File: src/sv/dcfd_pkg.sv
// Shared types and status codes for the DCF77 minute frame decoder.
// No dependencies; compiled first.
package dcfd_pkg;

  localparam int unsigned WordW  = 60;
  localparam int unsigned FrameW = 44;

  // Result status codes
  localparam logic [2:0] ST_OK       = 3'd0;
  localparam logic [2:0] ST_SHORT    = 3'd1;
  localparam logic [2:0] ST_LEAP_END = 3'd2;
  localparam logic [2:0] ST_FRAME    = 3'd3;
  localparam logic [2:0] ST_BCD      = 3'd4;
  localparam logic [2:0] ST_RANGE    = 3'd5;
  localparam logic [2:0] ST_LEAP_BAD = 3'd6;

  // Raw digits and flags pulled out of one 44-bit frame
  typedef struct packed {
    logic       frame_ok;  // CET/CEST pair, start bit and parities good
    logic [3:0] mu;
    logic [2:0] mt;
    logic [3:0] hu;
    logic [1:0] ht;
    logic [3:0] du;
    logic [1:0] dt;
    logic [2:0] dow;
    logic [3:0] mou;
    logic       mot;
    logic [3:0] yu;
    logic [3:0] yt;
    logic       ann;
    logic       cest;
    logic       zone;
    logic       call;
  } dgt_t;

endpackage

File: src/sv/dcfd_if.sv
// Valid/ready channel interfaces for the DCF77 minute frame decoder.
// Depends on dcfd_pkg (word width).
interface dcfd_in_if;
  logic                             valid;
  logic                             ready;
  logic [dcfd_pkg::WordW-1:0]       minute_word;

  modport source (output valid, output minute_word, input ready);
  modport sink   (input valid, input minute_word, output ready);
endinterface

interface dcfd_out_if;
  logic       valid;
  logic       ready;
  logic [2:0] status;
  logic [5:0] minute;
  logic [4:0] hour;
  logic [4:0] month_day;
  logic [2:0] weekday;
  logic [3:0] month_number;
  logic [6:0] year_in_century;
  logic       summer_time;
  logic       zone_change_announced;
  logic       leap_announced;
  logic       leap_second_present;
  logic       abnormal_transmitter;

  modport source (output valid, output status, output minute, output hour,
                  output month_day, output weekday, output month_number,
                  output year_in_century, output summer_time,
                  output zone_change_announced, output leap_announced,
                  output leap_second_present, output abnormal_transmitter,
                  input ready);
  modport sink   (input valid, input status, input minute, input hour,
                  input month_day, input weekday, input month_number,
                  input year_in_century, input summer_time,
                  input zone_change_announced, input leap_announced,
                  input leap_second_present, input abnormal_transmitter,
                  output ready);
endinterface

File: src/sv/dcfd_field_dec.sv
// Frame field extractor: parity/framing check and raw BCD digit pickup.
// Depends on dcfd_pkg (dgt_t).
module dcfd_field_dec (
  input  logic [dcfd_pkg::FrameW-1:0] frame_i,
  output dcfd_pkg::dgt_t              dgt_o
);
  import dcfd_pkg::*;

  logic par_bad;

  // even parity over minute, hour and date groups
  assign par_bad = (^frame_i[37:30]) | (^frame_i[29:23]) | (^frame_i[22:0]);

  assign dgt_o.frame_ok = (frame_i[41] != frame_i[40]) & frame_i[38] & ~par_bad;

  // higher bit index carries the lower weight
  assign dgt_o.mu   = {frame_i[34], frame_i[35], frame_i[36], frame_i[37]};
  assign dgt_o.mt   = {frame_i[31], frame_i[32], frame_i[33]};
  assign dgt_o.hu   = {frame_i[26], frame_i[27], frame_i[28], frame_i[29]};
  assign dgt_o.ht   = {frame_i[24], frame_i[25]};
  assign dgt_o.du   = {frame_i[19], frame_i[20], frame_i[21], frame_i[22]};
  assign dgt_o.dt   = {frame_i[17], frame_i[18]};
  assign dgt_o.dow  = {frame_i[14], frame_i[15], frame_i[16]};
  assign dgt_o.mou  = {frame_i[10], frame_i[11], frame_i[12], frame_i[13]};
  assign dgt_o.mot  = frame_i[9];
  assign dgt_o.yu   = {frame_i[5], frame_i[6], frame_i[7], frame_i[8]};
  assign dgt_o.yt   = {frame_i[1], frame_i[2], frame_i[3], frame_i[4]};
  assign dgt_o.ann  = frame_i[39];
  assign dgt_o.cest = frame_i[41];
  assign dgt_o.zone = frame_i[42];
  assign dgt_o.call = frame_i[43];

endmodule

File: src/sv/dcf77_minute_frame_decoder.sv
// DCF77 minute frame decoder, top level: three-stage valid/ready pipeline.
// Depends on dcfd_pkg, dcfd_if (dcfd_in_if, dcfd_out_if) and dcfd_field_dec.
// Result path: registered in stage 1, stage 2 and the output stage, in that order.
// Throughput: one item per cycle; a stage advances when the one after it is empty or moving,
//   so a held result stalls the input only once all three stages are full.
// Reset: rst_ni async, clears all stage valid bits; payload is not reset.
module dcf77_minute_frame_decoder (
  input  logic             clk_i,
  input  logic             rst_ni,
  dcfd_in_if.sink          in_i,
  dcfd_out_if.source       out_o
);
  import dcfd_pkg::*;

  // Decoded values of one attempt (regular or leap-shifted)
  typedef struct packed {
    logic [2:0] st;
    logic [5:0] mi;
    logic [4:0] hr;
    logic [4:0] dom;
    logic [2:0] dow;
    logic [3:0] mo;
    logic [6:0] yr;
    logic       ann;
    logic       cest;
    logic       zone;
    logic       call;
  } rec_t;

  // Stage 2 work: BCD digit check, binary values, static range checks.
  function automatic rec_t bcd_range(dgt_t d);
    rec_t       r;
    logic [6:0] mi;
    logic [5:0] hr;
    logic [5:0] dom;
    logic [4:0] mo;
    logic [7:0] yr;
    logic       bcd_bad;
    logic       rng_bad;
    mi  = 7'(d.mu) + 7'({d.mt, 3'b000}) + 7'({d.mt, 1'b0});
    hr  = 6'(d.hu) + 6'({d.ht, 3'b000}) + 6'({d.ht, 1'b0});
    dom = 6'(d.du) + 6'({d.dt, 3'b000}) + 6'({d.dt, 1'b0});
    mo  = 5'(d.mou) + (d.mot ? 5'd10 : 5'd0);
    yr  = 8'(d.yu) + 8'({d.yt, 3'b000}) + 8'({d.yt, 1'b0});
    bcd_bad = (d.mu > 4'd9) || (d.hu > 4'd9) || (d.du > 4'd9) ||
              (d.mou > 4'd9) || (d.yu > 4'd9) || (d.yt > 4'd9);
    // day upper bound per month is applied in stage 3; 31 caps it here
    rng_bad = (mi > 7'd59) || (hr > 6'd23) || (d.dow == 3'd0) ||
              (mo == 5'd0) || (mo > 5'd12) || (dom == 6'd0) || (dom > 6'd31);
    if (!d.frame_ok) begin
      r.st = ST_FRAME;
    end else if (bcd_bad) begin
      r.st = ST_BCD;
    end else if (rng_bad) begin
      r.st = ST_RANGE;
    end else begin
      r.st = ST_OK;
    end
    r.mi   = mi[5:0];
    r.hr   = hr[4:0];
    r.dom  = dom[4:0];
    r.dow  = d.dow;
    r.mo   = mo[3:0];
    r.yr   = yr[6:0];
    r.ann  = d.ann;
    r.cest = d.cest;
    r.zone = d.zone;
    r.call = d.call;
    return r;
  endfunction

  function automatic logic [4:0] month_days(logic [3:0] mo, logic [6:0] yr);
    logic [4:0] n;
    case (mo) inside
      4'd2:                   n = (yr[1:0] == 2'b00) ? 5'd29 : 5'd28;
      4'd4, 4'd6, 4'd9, 4'd11: n = 5'd30;
      default:                n = 5'd31;
    endcase
    return n;
  endfunction

  // Stage 3 work: day vs. month length, then leap-second consistency.
  function automatic logic [2:0] final_st(rec_t r, logic leap);
    logic [2:0] st;
    logic       m59;
    m59 = (r.mi == 6'd59);
    if (r.st != ST_OK) begin
      st = r.st;
    end else if (r.dom > month_days(r.mo, r.yr)) begin
      st = ST_RANGE;
    end else if (leap ? (!r.ann || !m59) : (r.ann && m59)) begin
      // leap minute needs announcement and minute 59; a regular minute
      // with both set missed its due leap second
      st = ST_LEAP_BAD;
    end else begin
      st = ST_OK;
    end
    return st;
  endfunction

  // ---------------------------------------------------------------
  // Handshake: per-stage advance enables
  // ---------------------------------------------------------------
  logic v1_q, v2_q, v3_q;
  logic en1, en2, en3;

  assign en3 = !v3_q || out_o.ready;
  assign en2 = !v2_q || en3;
  assign en1 = !v1_q || en2;
  assign in_i.ready = en1;

  always_ff @(posedge clk_i or negedge rst_ni) begin
    if (!rst_ni) begin
      v1_q <= 1'b0;
      v2_q <= 1'b0;
      v3_q <= 1'b0;
    end else begin
      if (en1) v1_q <= in_i.valid;
      if (en2) v2_q <= v1_q;
      if (en3) v3_q <= v2_q;
    end
  end

  // ---------------------------------------------------------------
  // Stage 1: length class, framing/parity, digit pickup for both the
  // regular frame and the leap frame (word shifted right by one)
  // ---------------------------------------------------------------
  dgt_t dgt_reg, dgt_leap;
  dgt_t s1_reg_q, s1_leap_q;
  logic s1_short_q, s1_c44_q, s1_b0_q;

  dcfd_field_dec u_dec_reg (
    .frame_i (in_i.minute_word[FrameW-1:0]),
    .dgt_o   (dgt_reg)
  );

  dcfd_field_dec u_dec_leap (
    .frame_i (in_i.minute_word[FrameW:1]),
    .dgt_o   (dgt_leap)
  );

  always_ff @(posedge clk_i) begin
    if (en1) begin
      s1_reg_q   <= dgt_reg;
      s1_leap_q  <= dgt_leap;
      // sentinel below bit 44 means fewer than 44 bits received
      s1_short_q <= (in_i.minute_word[WordW-1:FrameW] == '0);
      // exactly 44 bits: no leap retry
      s1_c44_q   <= (in_i.minute_word[WordW-1:FrameW+1] == '0);
      s1_b0_q    <= in_i.minute_word[0];
    end
  end

  // ---------------------------------------------------------------
  // Stage 2: BCD and static range checks
  // ---------------------------------------------------------------
  rec_t s2_reg_q, s2_leap_q;
  logic s2_short_q, s2_c44_q, s2_b0_q;

  always_ff @(posedge clk_i) begin
    if (en2) begin
      s2_reg_q   <= bcd_range(s1_reg_q);
      s2_leap_q  <= bcd_range(s1_leap_q);
      s2_short_q <= s1_short_q;
      s2_c44_q   <= s1_c44_q;
      s2_b0_q    <= s1_b0_q;
    end
  end

  // ---------------------------------------------------------------
  // Stage 3: month length, leap consistency, attempt select, zeroing
  // ---------------------------------------------------------------
  logic [2:0] st_reg, st_leap;
  rec_t       out_d, out_q;
  logic       lsp_d, lsp_q;

  assign st_reg  = final_st(s2_reg_q, 1'b0);
  assign st_leap = final_st(s2_leap_q, 1'b1);

  always_comb begin
    out_d = '0;
    lsp_d = 1'b0;
    if (s2_short_q) begin
      out_d.st = ST_SHORT;
    end else if (st_reg == ST_OK) begin
      out_d    = s2_reg_q;
      out_d.st = ST_OK;
    end else if (s2_c44_q) begin
      out_d.st = st_reg;
    end else if (s2_b0_q) begin
      // dropped bit of a leap minute must be zero
      out_d.st = ST_LEAP_END;
    end else if (st_leap == ST_OK) begin
      out_d    = s2_leap_q;
      out_d.st = ST_OK;
      lsp_d    = 1'b1;
    end else begin
      out_d.st = st_leap;
    end
  end

  always_ff @(posedge clk_i) begin
    if (en3) begin
      out_q <= out_d;
      lsp_q <= lsp_d;
    end
  end

  assign out_o.valid                 = v3_q;
  assign out_o.status                = out_q.st;
  assign out_o.minute                = out_q.mi;
  assign out_o.hour                  = out_q.hr;
  assign out_o.month_day             = out_q.dom;
  assign out_o.weekday               = out_q.dow;
  assign out_o.month_number          = out_q.mo;
  assign out_o.year_in_century       = out_q.yr;
  assign out_o.summer_time           = out_q.cest;
  assign out_o.zone_change_announced = out_q.zone;
  assign out_o.leap_announced        = out_q.ann;
  assign out_o.leap_second_present   = lsp_q;
  assign out_o.abnormal_transmitter  = out_q.call;

  // ---------------------------------------------------------------
  // Assertions
  // ---------------------------------------------------------------
  a_ok_ranges: assert property (@(posedge clk_i) disable iff (!rst_ni)
    (out_o.valid && out_o.status == ST_OK) |->
      (out_o.minute <= 6'd59 && out_o.hour <= 5'd23 &&
       out_o.month_number >= 4'd1 && out_o.month_number <= 4'd12 &&
       out_o.month_day >= 5'd1 && out_o.weekday != 3'd0))
    else $error("ok result with out-of-range field");

  a_fail_zero: assert property (@(posedge clk_i) disable iff (!rst_ni)
    (out_o.valid && out_o.status != ST_OK) |->
      (out_o.minute == 6'd0 && out_o.hour == 5'd0 &&
       out_o.month_day == 5'd0 && out_o.month_number == 4'd0 &&
       out_o.leap_second_present == 1'b0 && out_o.leap_announced == 1'b0))
    else $error("failed result carries nonzero fields");

  a_leap_cons: assert property (@(posedge clk_i) disable iff (!rst_ni)
    (out_o.valid && out_o.leap_second_present) |->
      (out_o.minute == 6'd59 && out_o.leap_announced &&
       out_o.status == ST_OK))
    else $error("leap second without announcement at minute 59");

  a_status_code: assert property (@(posedge clk_i) disable iff (!rst_ni)
    out_o.valid |-> (out_o.status <= ST_LEAP_BAD))
    else $error("undefined status code");

endmodule

File: src/flat_wrapper.sv
// flat-port wrapper written by rule: the top's interface ports become plain ports
module dcf77_minute_frame_decoder_flat import dcfd_pkg::*;
  (clk_i, rst_ni, in_i_valid, in_i_minute_word, in_i_ready, out_o_valid, out_o_status, out_o_minute, out_o_hour, out_o_month_day, out_o_weekday, out_o_month_number, out_o_year_in_century, out_o_summer_time, out_o_zone_change_announced, out_o_leap_announced, out_o_leap_second_present, out_o_abnormal_transmitter, out_o_ready);
  dcfd_in_if in_i_i ();
  dcfd_out_if out_o_i ();
  input  logic clk_i;
  input  logic rst_ni;
  input wire logic [$bits(in_i_i.valid)-1:0] in_i_valid;
  input wire logic [$bits(in_i_i.minute_word)-1:0] in_i_minute_word;
  output wire logic [$bits(in_i_i.ready)-1:0] in_i_ready;
  output wire logic [$bits(out_o_i.valid)-1:0] out_o_valid;
  output wire logic [$bits(out_o_i.status)-1:0] out_o_status;
  output wire logic [$bits(out_o_i.minute)-1:0] out_o_minute;
  output wire logic [$bits(out_o_i.hour)-1:0] out_o_hour;
  output wire logic [$bits(out_o_i.month_day)-1:0] out_o_month_day;
  output wire logic [$bits(out_o_i.weekday)-1:0] out_o_weekday;
  output wire logic [$bits(out_o_i.month_number)-1:0] out_o_month_number;
  output wire logic [$bits(out_o_i.year_in_century)-1:0] out_o_year_in_century;
  output wire logic [$bits(out_o_i.summer_time)-1:0] out_o_summer_time;
  output wire logic [$bits(out_o_i.zone_change_announced)-1:0] out_o_zone_change_announced;
  output wire logic [$bits(out_o_i.leap_announced)-1:0] out_o_leap_announced;
  output wire logic [$bits(out_o_i.leap_second_present)-1:0] out_o_leap_second_present;
  output wire logic [$bits(out_o_i.abnormal_transmitter)-1:0] out_o_abnormal_transmitter;
  input wire logic [$bits(out_o_i.ready)-1:0] out_o_ready;
  assign in_i_i.valid = in_i_valid;
  assign in_i_i.minute_word = in_i_minute_word;
  assign in_i_ready = in_i_i.ready;
  assign out_o_valid = out_o_i.valid;
  assign out_o_status = out_o_i.status;
  assign out_o_minute = out_o_i.minute;
  assign out_o_hour = out_o_i.hour;
  assign out_o_month_day = out_o_i.month_day;
  assign out_o_weekday = out_o_i.weekday;
  assign out_o_month_number = out_o_i.month_number;
  assign out_o_year_in_century = out_o_i.year_in_century;
  assign out_o_summer_time = out_o_i.summer_time;
  assign out_o_zone_change_announced = out_o_i.zone_change_announced;
  assign out_o_leap_announced = out_o_i.leap_announced;
  assign out_o_leap_second_present = out_o_i.leap_second_present;
  assign out_o_abnormal_transmitter = out_o_i.abnormal_transmitter;
  assign out_o_i.ready = out_o_ready;
  dcf77_minute_frame_decoder u_core (.clk_i(clk_i), .rst_ni(rst_ni), .in_i(in_i_i), .out_o(out_o_i));
endmodule
File: config.mk
export PLATFORM = sky130hd
export DESIGN_NAME = dcf77_minute_frame_decoder_flat
export DESIGN_NICKNAME = d
export VERILOG_FILES = /design/src/sv/dcfd_pkg.sv /design/src/sv/dcfd_if.sv /design/src/sv/dcfd_field_dec.sv /design/src/sv/dcf77_minute_frame_decoder.sv /design/src/flat_wrapper.sv
export SDC_FILE = /design/constraint.sdc
export NUM_CORES = 1
export LEC_CHECK = 0
export BUFFER_PORTS_ARGS = -buffer_cell sky130_fd_sc_hd__buf_2
export CAP_MARGIN = 5
export CORE_MARGIN = 4
export CORE_UTILIZATION = 50
export DETAILED_ROUTE_END_ITERATION = 12
export HOLD_SLACK_MARGIN = 0.15
export PLACE_DENSITY = 0.69
export SETUP_SLACK_MARGIN = 0.05
export SYNTH_ARGS = -nofsm -noshare
export SYNTH_HDL_FRONTEND = slang
export SYNTH_SLANG_ARGS = --single-unit
File: constraint.sdc
create_clock -name clk_i -period 8 [get_ports clk_i]
set_input_delay 1.6 -clock clk_i [delete_from_list [all_inputs] [get_ports clk_i]]
set_output_delay 1.6 -clock clk_i [all_outputs]
set_load 0.005 [all_outputs]
* Word-level counts from Yosys, hierarchy flattened
Index checks and enable logic that the tools add are counted.
** Operators by class
- Order comparisons :: 22
- Reduce and logical (&&, ||, !) cells :: 56
- Bitwise operators :: 10
- $mul :: 0
- Shift operators :: 0
- Divide/modulo/power cells :: 0
- Equality and inequality tests :: 14
- $add $sub $neg :: 18
- Muxes and demuxes :: 28
** Operators with widths (count)
- 2-to-1 mux 34 bit :: 3
- greater-than comparator 4 bit (second input constant) :: 12
- parity 23 bit :: 2
- 2-to-1 mux 3 bit :: 13
- 2-to-1 mux 35 bit :: 1
- logical OR 1 bit :: 26
- adder 4 x 5 -> 6 bit :: 4
- adder 6 x 3 -> 6 bit :: 4
- greater-than comparator 6 x 5 -> 1 bit (second input constant) :: 4
- 2-to-1 mux 5 bit :: 4
- == test 4 x 3 -> 1 bit (second input constant) :: 4
- == test 4 bit (second input constant) :: 4
- logical NOT 16 bit :: 1
- parity 8 bit :: 2
- logical NOT 15 bit :: 1
- adder 4 x 6 -> 7 bit :: 2
- adder 4 x 7 -> 7 bit :: 2
- adder 7 x 4 -> 7 bit :: 2
- adder 7 x 5 -> 7 bit :: 2
- greater-than comparator 7 x 6 -> 1 bit (second input constant) :: 2
- parity 7 bit :: 2
- == test 6 bit (second input constant) :: 2
- logical NOT 3 bit :: 4
- logical NOT 6 bit :: 2
- 17 further kinds :: 43
** Word-level totals
- Register bits after elaboration :: 197
- Memories kept :: 0
- Latch bits :: 0
- Memory bits (writable) :: 0
- Memory bits (read-only) :: 0

* Depth between registers and ports, before layout
Gate-level depths: netlist of the first run.
- Depth in word-level cells :: 13
- Mapped depth :: 11

* Cells and area by module
Synthesis of the first run repeated with hierarchy kept, for this count alone.
** Second synthesis, totals
- Cell total of the unflattened synthesis :: 689
- Area, all modules :: 9675.5 sq um
** By module, submodules not included
- dcf77_minute_frame_decoder :: times used 1, area each 8419.3 sq um, cells an instance 537, sequential area each 6020.8 sq um
- dcfd_field_dec :: times used 2, area each 628.1 sq um, cells an instance 76, sequential area each 0.0 sq um

* Worst setup path before layout of the first run
Ideal clock, no wire load.
- Kind :: input port to output port
- Start :: input port out_o_ready
- End :: output port in_i_ready
- Required time :: 6.400 ns
- Stages :: 1
- Path slack :: 3.295 ns
- Buffers on the path :: 0
- Data arrival time :: 3.105 ns
- Path through :: nand4b_1
** On the way
- Longest elaborated chain between the ends :: 3
** Ends and longest elaborated chain
- start, declared :: RTL line flat_wrapper.sv:24 : input wire logic [$bits(out_o_i.ready)-1:0] out_o_ready;
- logical OR 1 bit :: RTL line dcf77_minute_frame_decoder.sv:107 : assign en3 = !v3_q || out_o.ready;
- logical OR 1 bit :: RTL line dcf77_minute_frame_decoder.sv:108 : assign en2 = !v2_q || en3;
- logical OR 1 bit :: RTL line dcf77_minute_frame_decoder.sv:109 : assign en1 = !v1_q || en2;
- end, declared :: RTL line flat_wrapper.sv:10 : output wire logic [$bits(in_i_i.ready)-1:0] in_i_ready;
Every way passes these cells.

* Final worst setup path of the first run
Ends and elaborated chain as after synthesis.

==> reports/summary.txt, run 1 <==
status: finished clean
drt first pass iters: 5
Critical Path End: in_i_ready
wl on met1: 6.54 mm
most common library cells after synthesis: edfxtp_1, ha_1, xnor2_1
cell mode on critical path: buf_2
clock sink count: 162
Hold Path Class: reg2reg
CTS tree: done
area grow syn2layout: 17.5%
Die H: 131 microns
CP Class: in2out
pre-CTS setup slack: 3830 ps
drt wl/cell: 17.2 microns
H-tree depth: 4
TNS Setup: 0 ps
Final Hold Fails: 0
Yosys cell types: 52
startpoint of the worst hold path: u_core.s1_reg_q[2]$_DFFE_PP_
width of the die: 131 microns
hold path cells: 0
Antenna Nets Post-Route: 0
met2 WL: 6.44 mm
core box area: 14600 sq um
io pins: 104
DRC: 0
CP Capture Type: primary output
Async S/R FF share, synth: 1.85%
Clk pin slew, worst setup/hold paths: 60 ps
reg2reg end: u_core.out_o.month_day[1]$_SDFFCE_PP0P_
R2R Path Start: u_core.s2_leap_q[11]$_DFFE_PP_
FF+latch count, synth: 162
setup clock skew after layout: 15.6 ps
Post-CTS Setup Inserts: 0
startpoint types: primary input
met3 wire length: 754 microns
P per Cell Area: 259 nW/um^2
final worst setup slack: 3860 ps
Ys Warns: 0
Die ar.: 17100 sq um
setup violators final: 0
via density per instance: 5.31
multi-input combinational cell area: 2500 sq um
GRT Util Overall: 16.8%
Pleak: 3.65 nW
Net Count, Synth: 613
Slew Limit Fails: 0
post-synth top area share: 63.5%
maximum capacitance violations: 0
remaining global-route overflow: 0
worst setup path start: out_o_ready
most frequent cell after synthesis: edfxtp_1
Worst slew margin: 36.7%
Worst-Margin Slew: 949 ps
maximum root-to-sink buffer count: 2
TritonCTS buffer count: 17
Initial Util: 51.4%
R2R cell count: 8
num rows: 44
fmax: 241 MHz
number of global-route vias before repair: 4222
largest net degree at the start of global routing: 74
WL final: 13.9 mm
Root Buffer Master: clkbuf_16
Primary FF master, synth: edfxtp_1
Cells after Synth: 492
final period utilization: 51.8%
Avg Cell Area, Syn: 15.3 sq um
drt initial violations: 336
IR drop worst, VDD: 0.152 mV
crit path time final: 4140 ps
Worst EP required: 6400 ps
top cells by area, synth: edfxtp_1, ha_1, xnor2_1
Crit path arrival time: 2540 ps
sequential cell area: 4850 sq um
total number of vias: 4292
Ant. Diodes: 0
Clock Latency Late Sink: 420 ps
Port Buffers: 103
EDFF count, synth: 159
sequential area share after synthesis: 64.4%
fill cell count: 1169
nets: 733
first-pass GRT wire length: 21.5 mm
FF-to-FF setup slack: 4620 ps
RSZ-0062 raised after global routing: false
DR top layer: met4
CP max FO: 51
slowest CP cell: buf_4
post-DP HPWL: 10.5 mm
proportion of layout cells with a drive suffix above 1: 25.0%
initial antenna violation count: 0
hold buffer count at cts: 0
post_cts resized: 0
Max stage delay on crit path: 510 ps
post-synthesis cell area: 7520 sq um
Cell Chain, Critical Path: buf_2, nand4b_1, buf_4, buf_2
Yosys top cell by area: edfxtp_1
final estimated routing congestion in global placement: 0.839
-- flip-flops by register name (all words and copies together), names as in the netlist, 3 cells and up --
register                      count
u_core.s2_reg_q                  35
u_core.out_o.minute               6
u_core.out_o.month_number         4
u_core.s2_leap_q                 34
u_core.s1_reg_q                  18
u_core.out_o.hour                 5
u_core.s1_leap_q                 28
u_core.out_o.year_in_century      7
u_core.out_o.month_day            5
u_core.out_o.weekday              3
u_core.out_o.status               3
-- cell type report --
| class | instances | share of cell area, % |
|---|---|---|
| inverter | 33 | 1.40 |
| multi-input combinational | 291 | 28.3 |
| sequential | 162 | 54.9 |
| tap | 184 | 2.60 |
| timing repair buffer | 107 | 6.17 |
| clock buffer | 18 | 4.85 |
| clock inverter | 13 | 1.80 |
-- through the flow --
step / area, sq um / total power, mW / cells / util (%) / hold WS, ps
final: 8840 / 2.29 / 808 / 60.4 / 418
after global routing: 8840 / 2.40 / 808 / 60.4 / 422
after CTS: 8840 / 2.32 / 808 / 60.4 / 417
after detailed placement: 8250 / 1.51 / 777 / 56.3 / 405
after global placement: 8250 / 1.49 / 777 / 56.3 / 405
after floorplan: 7520 / 1.38 / 492 / - / 400
-- layout by cell type, fill, tap and decap left out, types with 4 or more instances in the layout --
| master | instances |
|---|---|
| edfxtp_1 | 159 |
| buf_2 | 103 |
| ha_1 | 45 |
| xnor2_1 | 43 |
| inv_1 | 33 |
| a22o_1 | 20 |
| o21ai_0 | 18 |
| a21oi_1 | 18 |
| clkbuf_16 | 17 |
| xor2_1 | 15 |
| nor2_1 | 14 |
| fa_1 | 12 |
| a21o_1 | 10 |
| nand2_1 | 10 |
| nor3_1 | 8 |
| a22o_2 | 7 |
| a21o_2 | 6 |
| nor2b_1 | 5 |
| nand3_1 | 5 |
| a31oi_1 | 4 |
| nand2b_1 | 4 |
| nand4_1 | 4 |
| buf_4 | 4 |
-- how the worst min path moves through the flow --
stage                                                 to  slack [ps]
after floorplan                 u_core.s2_b0_q$_DFFE_PP_         400
after global placement      u_core.s2_reg_q[2]$_DFFE_PP_         410
after detailed placement  u_core.s2_leap_q[23]$_DFFE_PP_         400
after CTS                   u_core.s2_reg_q[2]$_DFFE_PP_         420
after global routing        u_core.s2_reg_q[2]$_DFFE_PP_         420
final                       u_core.s2_reg_q[2]$_DFFE_PP_         420
-- report_power, final --
| part | internal, mW | switching, mW | total (mW) | leakage, nW |
|---|---|---|---|---|
| sequential | 1.08 | 0.0649 | 1.15 | 1.67 |
| clock | 0.490 | 0.315 | 0.804 | 0.282 |
| combinational | 0.155 | 0.185 | 0.340 | 1.70 |
| total | 1.73 | 0.565 | 2.29 | 3.65 |
-- logic make-up (layout without fill, tap and decap cells) --
kind of cell	after synthesis	count (layout)	synth area share [%]
buffers and inverters	39	171	2.33
AOI/OAI and AO/OA	99	99	9.48
xor gates and xnor gates	59	59	7.05
and+or+nand+nor	76	76	6.02
DFF	162	162	64.4
adders and majority gates	57	57	10.7
-- critical path: cells and delay by family --
family | cells | cell delay (ps)
buffers and inverters | 3 | 830
AND/OR/NAND/NOR | 1 | 100
-- layer usage --
metal  vias up  GRT usage [%]
li1       2118              -
met1      2057           23.9
met2       107           25.0
met3        10           4.84
met4         0           5.75
met5         -              0
No activity file was read; power rests on OpenSTA's default activity.
==> inputs of run 2 (changes only) <==
--- a/config.mk
+++ b/config.mk
@@ -5,13 +5,14 @@
 export SDC_FILE = /design/constraint.sdc
 export NUM_CORES = 1
 export LEC_CHECK = 0
+export ABC_AREA = 1
 export BUFFER_PORTS_ARGS = -buffer_cell sky130_fd_sc_hd__buf_2
 export CAP_MARGIN = 5
 export CORE_MARGIN = 4
 export CORE_UTILIZATION = 50
 export DETAILED_ROUTE_END_ITERATION = 12
 export HOLD_SLACK_MARGIN = 0.15
-export PLACE_DENSITY = 0.69
+export PLACE_DENSITY = 0.71
 export SETUP_SLACK_MARGIN = 0.05
 export SYNTH_ARGS = -nofsm -noshare
 export SYNTH_HDL_FRONTEND = slang
==> constraint.sdc (replaced) <==
create_clock -name clk_i -period 3.4 [get_ports clk_i]
set_input_delay 0.68 -clock clk_i [delete_from_list [all_inputs] [get_ports clk_i]]
set_output_delay 0.68 -clock clk_i [all_outputs]
set_load 0.005 [all_outputs]
==> reports/summary.txt, run 2 <==
Hold Path Class: reg2reg (unchanged)
FF-to-FF setup slack: 500 ps (was 4620 ps)
post-DP HPWL: 13.4 mm (was 10.5 mm)
Cells after Synth: 906 (was 492)
Final Hold Fails: 0 (unchanged)
maximum root-to-sink buffer count: 2 (unchanged)
number of global-route vias before repair: 5779 (was 4222)
fmax: 345 MHz
R2R Path Start: u_core.s2_reg_q[11]$_DFFE_PP_ (was u_core.s2_leap_q[11]$_DFFE_PP_)
sequential area share after synthesis: 54.6% (was 64.4%)
Avg Cell Area, Syn: 9.80 sq um (was 15.3 sq um)
Worst-Margin Slew: 683 ps (was 949 ps)
post-synthesis cell area: 8880 sq um (was 7520 sq um)
Yosys cell types: 36 (was 52)
num rows: 48 (was 44)
Crit path arrival time: 3180 ps (was 2540 ps)
final estimated routing congestion in global placement: 0.909 (was 0.839)
width of the die: 141 microns (was 131 microns)
P per Cell Area: 534 nW/um^2 (was 259 nW/um^2)
nets: 1142 (was 733)
final worst setup slack: 498 ps (was 3860 ps)
startpoint types: flop (was primary input)
GRT Util Overall: 17.8% (was 16.8%)
setup clock skew after layout: 8.60 ps (was 15.6 ps)
remaining global-route overflow: 0 (unchanged)
post_cts resized: 0 (unchanged)
CP Class: reg2reg (was in2out)
RSZ-0062 raised after global routing: false (unchanged)
TNS Setup: 0 ps (unchanged)
fill cell count: 1509 (was 1169)
post-synth top area share: 53.8% (was 63.5%)
Port Buffers: 103 (unchanged)
area grow syn2layout: 14.6% (was 17.5%)
commonest non-fill, non-tap cell in the layout: nand2_1 (was edfxtp_1)
most common library cells after synthesis: nand2_1, edfxtp_1, inv_1 (was edfxtp_1, ha_1, xnor2_1)
Clock Latency Late Sink: 420 ps (about the same)
post-route cell area: 10200 sq um (was 8840 sq um)
Cells after DPL: 1226 (was 777)
core box area: 17400 sq um (was 14600 sq um)
worst setup path start: u_core.s2_reg_q[11]$_DFFE_PP_ (was out_o_ready)
Die ar.: 20000 sq um (was 17100 sq um)
Yosys top cell by area: edfxtp_1 (unchanged)
max reg flops: 35 (unchanged)
EDFF count, synth: 159 (unchanged)
Max stage delay on crit path: 450 ps (was 510 ps)
setup violators final: 0 (unchanged)
largest register by flop count: u_core.s2_reg_q (unchanged)
Worst slew margin: 54.4% (was 36.7%)
IR drop worst, VDD: 0.388 mV (was 0.152 mV)
fin cells: 1257 (was 808)
via density per instance: 4.85 (was 5.31)
Net Count, Synth: 1027 (was 613)
Antenna Nets Post-Route: 0 (unchanged)
Worst EP required: 3680 ps (was 6400 ps)
drt initial violations: 416 (was 336)
Root Buffer Master: clkbuf_16 (unchanged)
maximum capacitance violations: 0 (unchanged)
Pleak: 4.77 nW (was 3.65 nW)
crit path time final: 2900 ps
DP Area: 9640 sq um (was 8250 sq um)
TritonCTS buffer count: 17 (unchanged)
cell mode on critical path: nand2_1 (was buf_2)
Cell Chain, Critical Path: or2_2, nor2_1, o21ai_0, o211a_1, ha_1, nand2_1, nand3_2, nand2_1, nand2_1, nand2_1, nor2_1, nor2_4, nand2_1, nand2_1 (was buf_2, nand4b_1, buf_4, buf_2)
most frequent cell after synthesis: nand2_1 (was edfxtp_1)
largest net degree at the start of global routing: 68 (was 74)
Ant. Diodes: 0 (unchanged)
CP Capture Type: flop (was primary output)
Die H: 141 microns (was 131 microns)
commonest non-fill, non-tap cells in the layout: nand2_1, edfxtp_1, inv_1 (was edfxtp_1, buf_2, ha_1)
initial antenna violation count: 0 (unchanged)
drt first pass iters: 5 (unchanged)
Buf/Inv on CP: 0 (was 3)
startpoint of the worst hold path: u_core.s1_reg_q[3]$_DFFE_PP_ (was u_core.s1_reg_q[2]$_DFFE_PP_)
drt wl/cell: 13.5 microns (was 17.2 microns)
Ys Warns: 0 (unchanged)
Clk pin slew, worst setup/hold paths: 60 ps (about the same)
clock sink count: 162 (unchanged)
H-tree depth: 4 (unchanged)
Core Util, Final: 58.6% (was 60.4%)
Tot Pwr: 5.43 mW (was 2.29 mW)
Top Registers: u_core.s2_reg_q (35), u_core.s2_leap_q (34), u_core.s1_leap_q (28) (unchanged)
slowest CP cell: nor2_4 (was buf_4)
FF+latch count, synth: 162 (unchanged)
CP max FO: 28 (was 51)
final period utilization: 85.4%
io pins: 104 (unchanged)
WL final: 17.0 mm (was 13.9 mm)
proportion of layout cells with a drive suffix above 1: 14.5% (was 25.0%)
DRC: 0 (unchanged)
final hold slack: 420 ps (was 418 ps)
status: finished clean (unchanged)
Async S/R FF share, synth: 1.85% (unchanged)
first-pass GRT wire length: 28.2 mm (was 21.5 mm)
Initial Util: 51.2% (was 51.4%)
CTS tree: done (unchanged)
Slew Limit Fails: 0 (unchanged)
pre-CTS setup slack: 516 ps (was 3830 ps)
total number of vias: 6097 (was 4292)
Primary FF master, synth: edfxtp_1 (unchanged)
top cells by area, synth: edfxtp_1, nand2_1, ha_1 (was edfxtp_1, ha_1, xnor2_1)
crit-path leading delay family: simple AND/OR/NAND/NOR gates (was buffers and inverters)
## run 2: cell count changes in the layout (fill, tap and decap cells not counted), sizes merged, moves of 9 or more
cell / previous run / this run
a21o: 16 / 0
a22o: 27 / 1
inv: 37 / 112
nand2: 11 / 311
nand3: 5 / 40
nor2: 15 / 55
nor3: 9 / 36
xnor2: 43 / 34
xor2: 15 / 35
## run 2: worst paths after layout
check	end	cells after the start
max	u_core.out_o.minute[5]$_SDFFCE_PP0P_	14
min reg2reg	u_core.s2_reg_q[3]$_DFFE_PP_	0
max reg2reg	u_core.out_o.minute[5]$_SDFFCE_PP0P_	14
max in group asynchronous	u_core.v2_q$_DFFE_PN0P_	2
min	u_core.s2_reg_q[3]$_DFFE_PP_	0
min in group asynchronous	u_core.v1_q$_DFFE_PN0P_	2
## run 2: worst reg2reg max path: stages (launching register included)
cell and delay (ps):
edfxtp_1 400, or2_2 320, nor2_1 130, o21ai_0 100, o211a_1 120, ha_1 280
nand2_1 80, nand3_2 120, nand2_1 110, nand2_1 50, nand2_1 80, nor2_1 70
nor2_4 450, nand2_1 310, nand2_1 150
## run 2: power breakdown
group	leakage (nW)	total [mW]	internal [mW]	switching [mW]
sequential	1.67	2.69	2.54	0.148
combinational	2.86	1.02	0.388	0.635
clock	0.246	1.72	0.989	0.729
## run 2: logic make-up after synthesis
logic type                 synth area share [%]
adders and majority gates                  9.04
DFF                                        54.6
AOI/OAI and AO/OA                          2.48
buffers and inverters                      5.72
and+or+nand+nor                            21.4
xor gates and xnor gates                   6.80
## run 2: cell type report
class	count	area, sq um	area share (%)
clock buffers	19	433	4.25
repair buffers	108	568	5.58
well taps	225	282	2.77
flip-flops and latches	162	4850	47.7
clock inverters	11	91.3	0.897
inverters	112	424	4.17
multi-input cells	620	3530	34.7
## run 2: timing repair
item | 4_1_cts | 5_1_grt
hold buffers | 1 | 0
buffers inserted | 0 | 0
hold endpoints to repair | 3 | 0
## run 2: metal layers
| layer | GRT usage [%] | wire length (microns) |
|---|---|---|
| met1 | 25.6 | 8200 |
| met2 | 27.3 | 7710 |
| met3 | 3.71 | 839 |
| met4 | 5.46 | 288 |
| met5 | 0 | 0 |
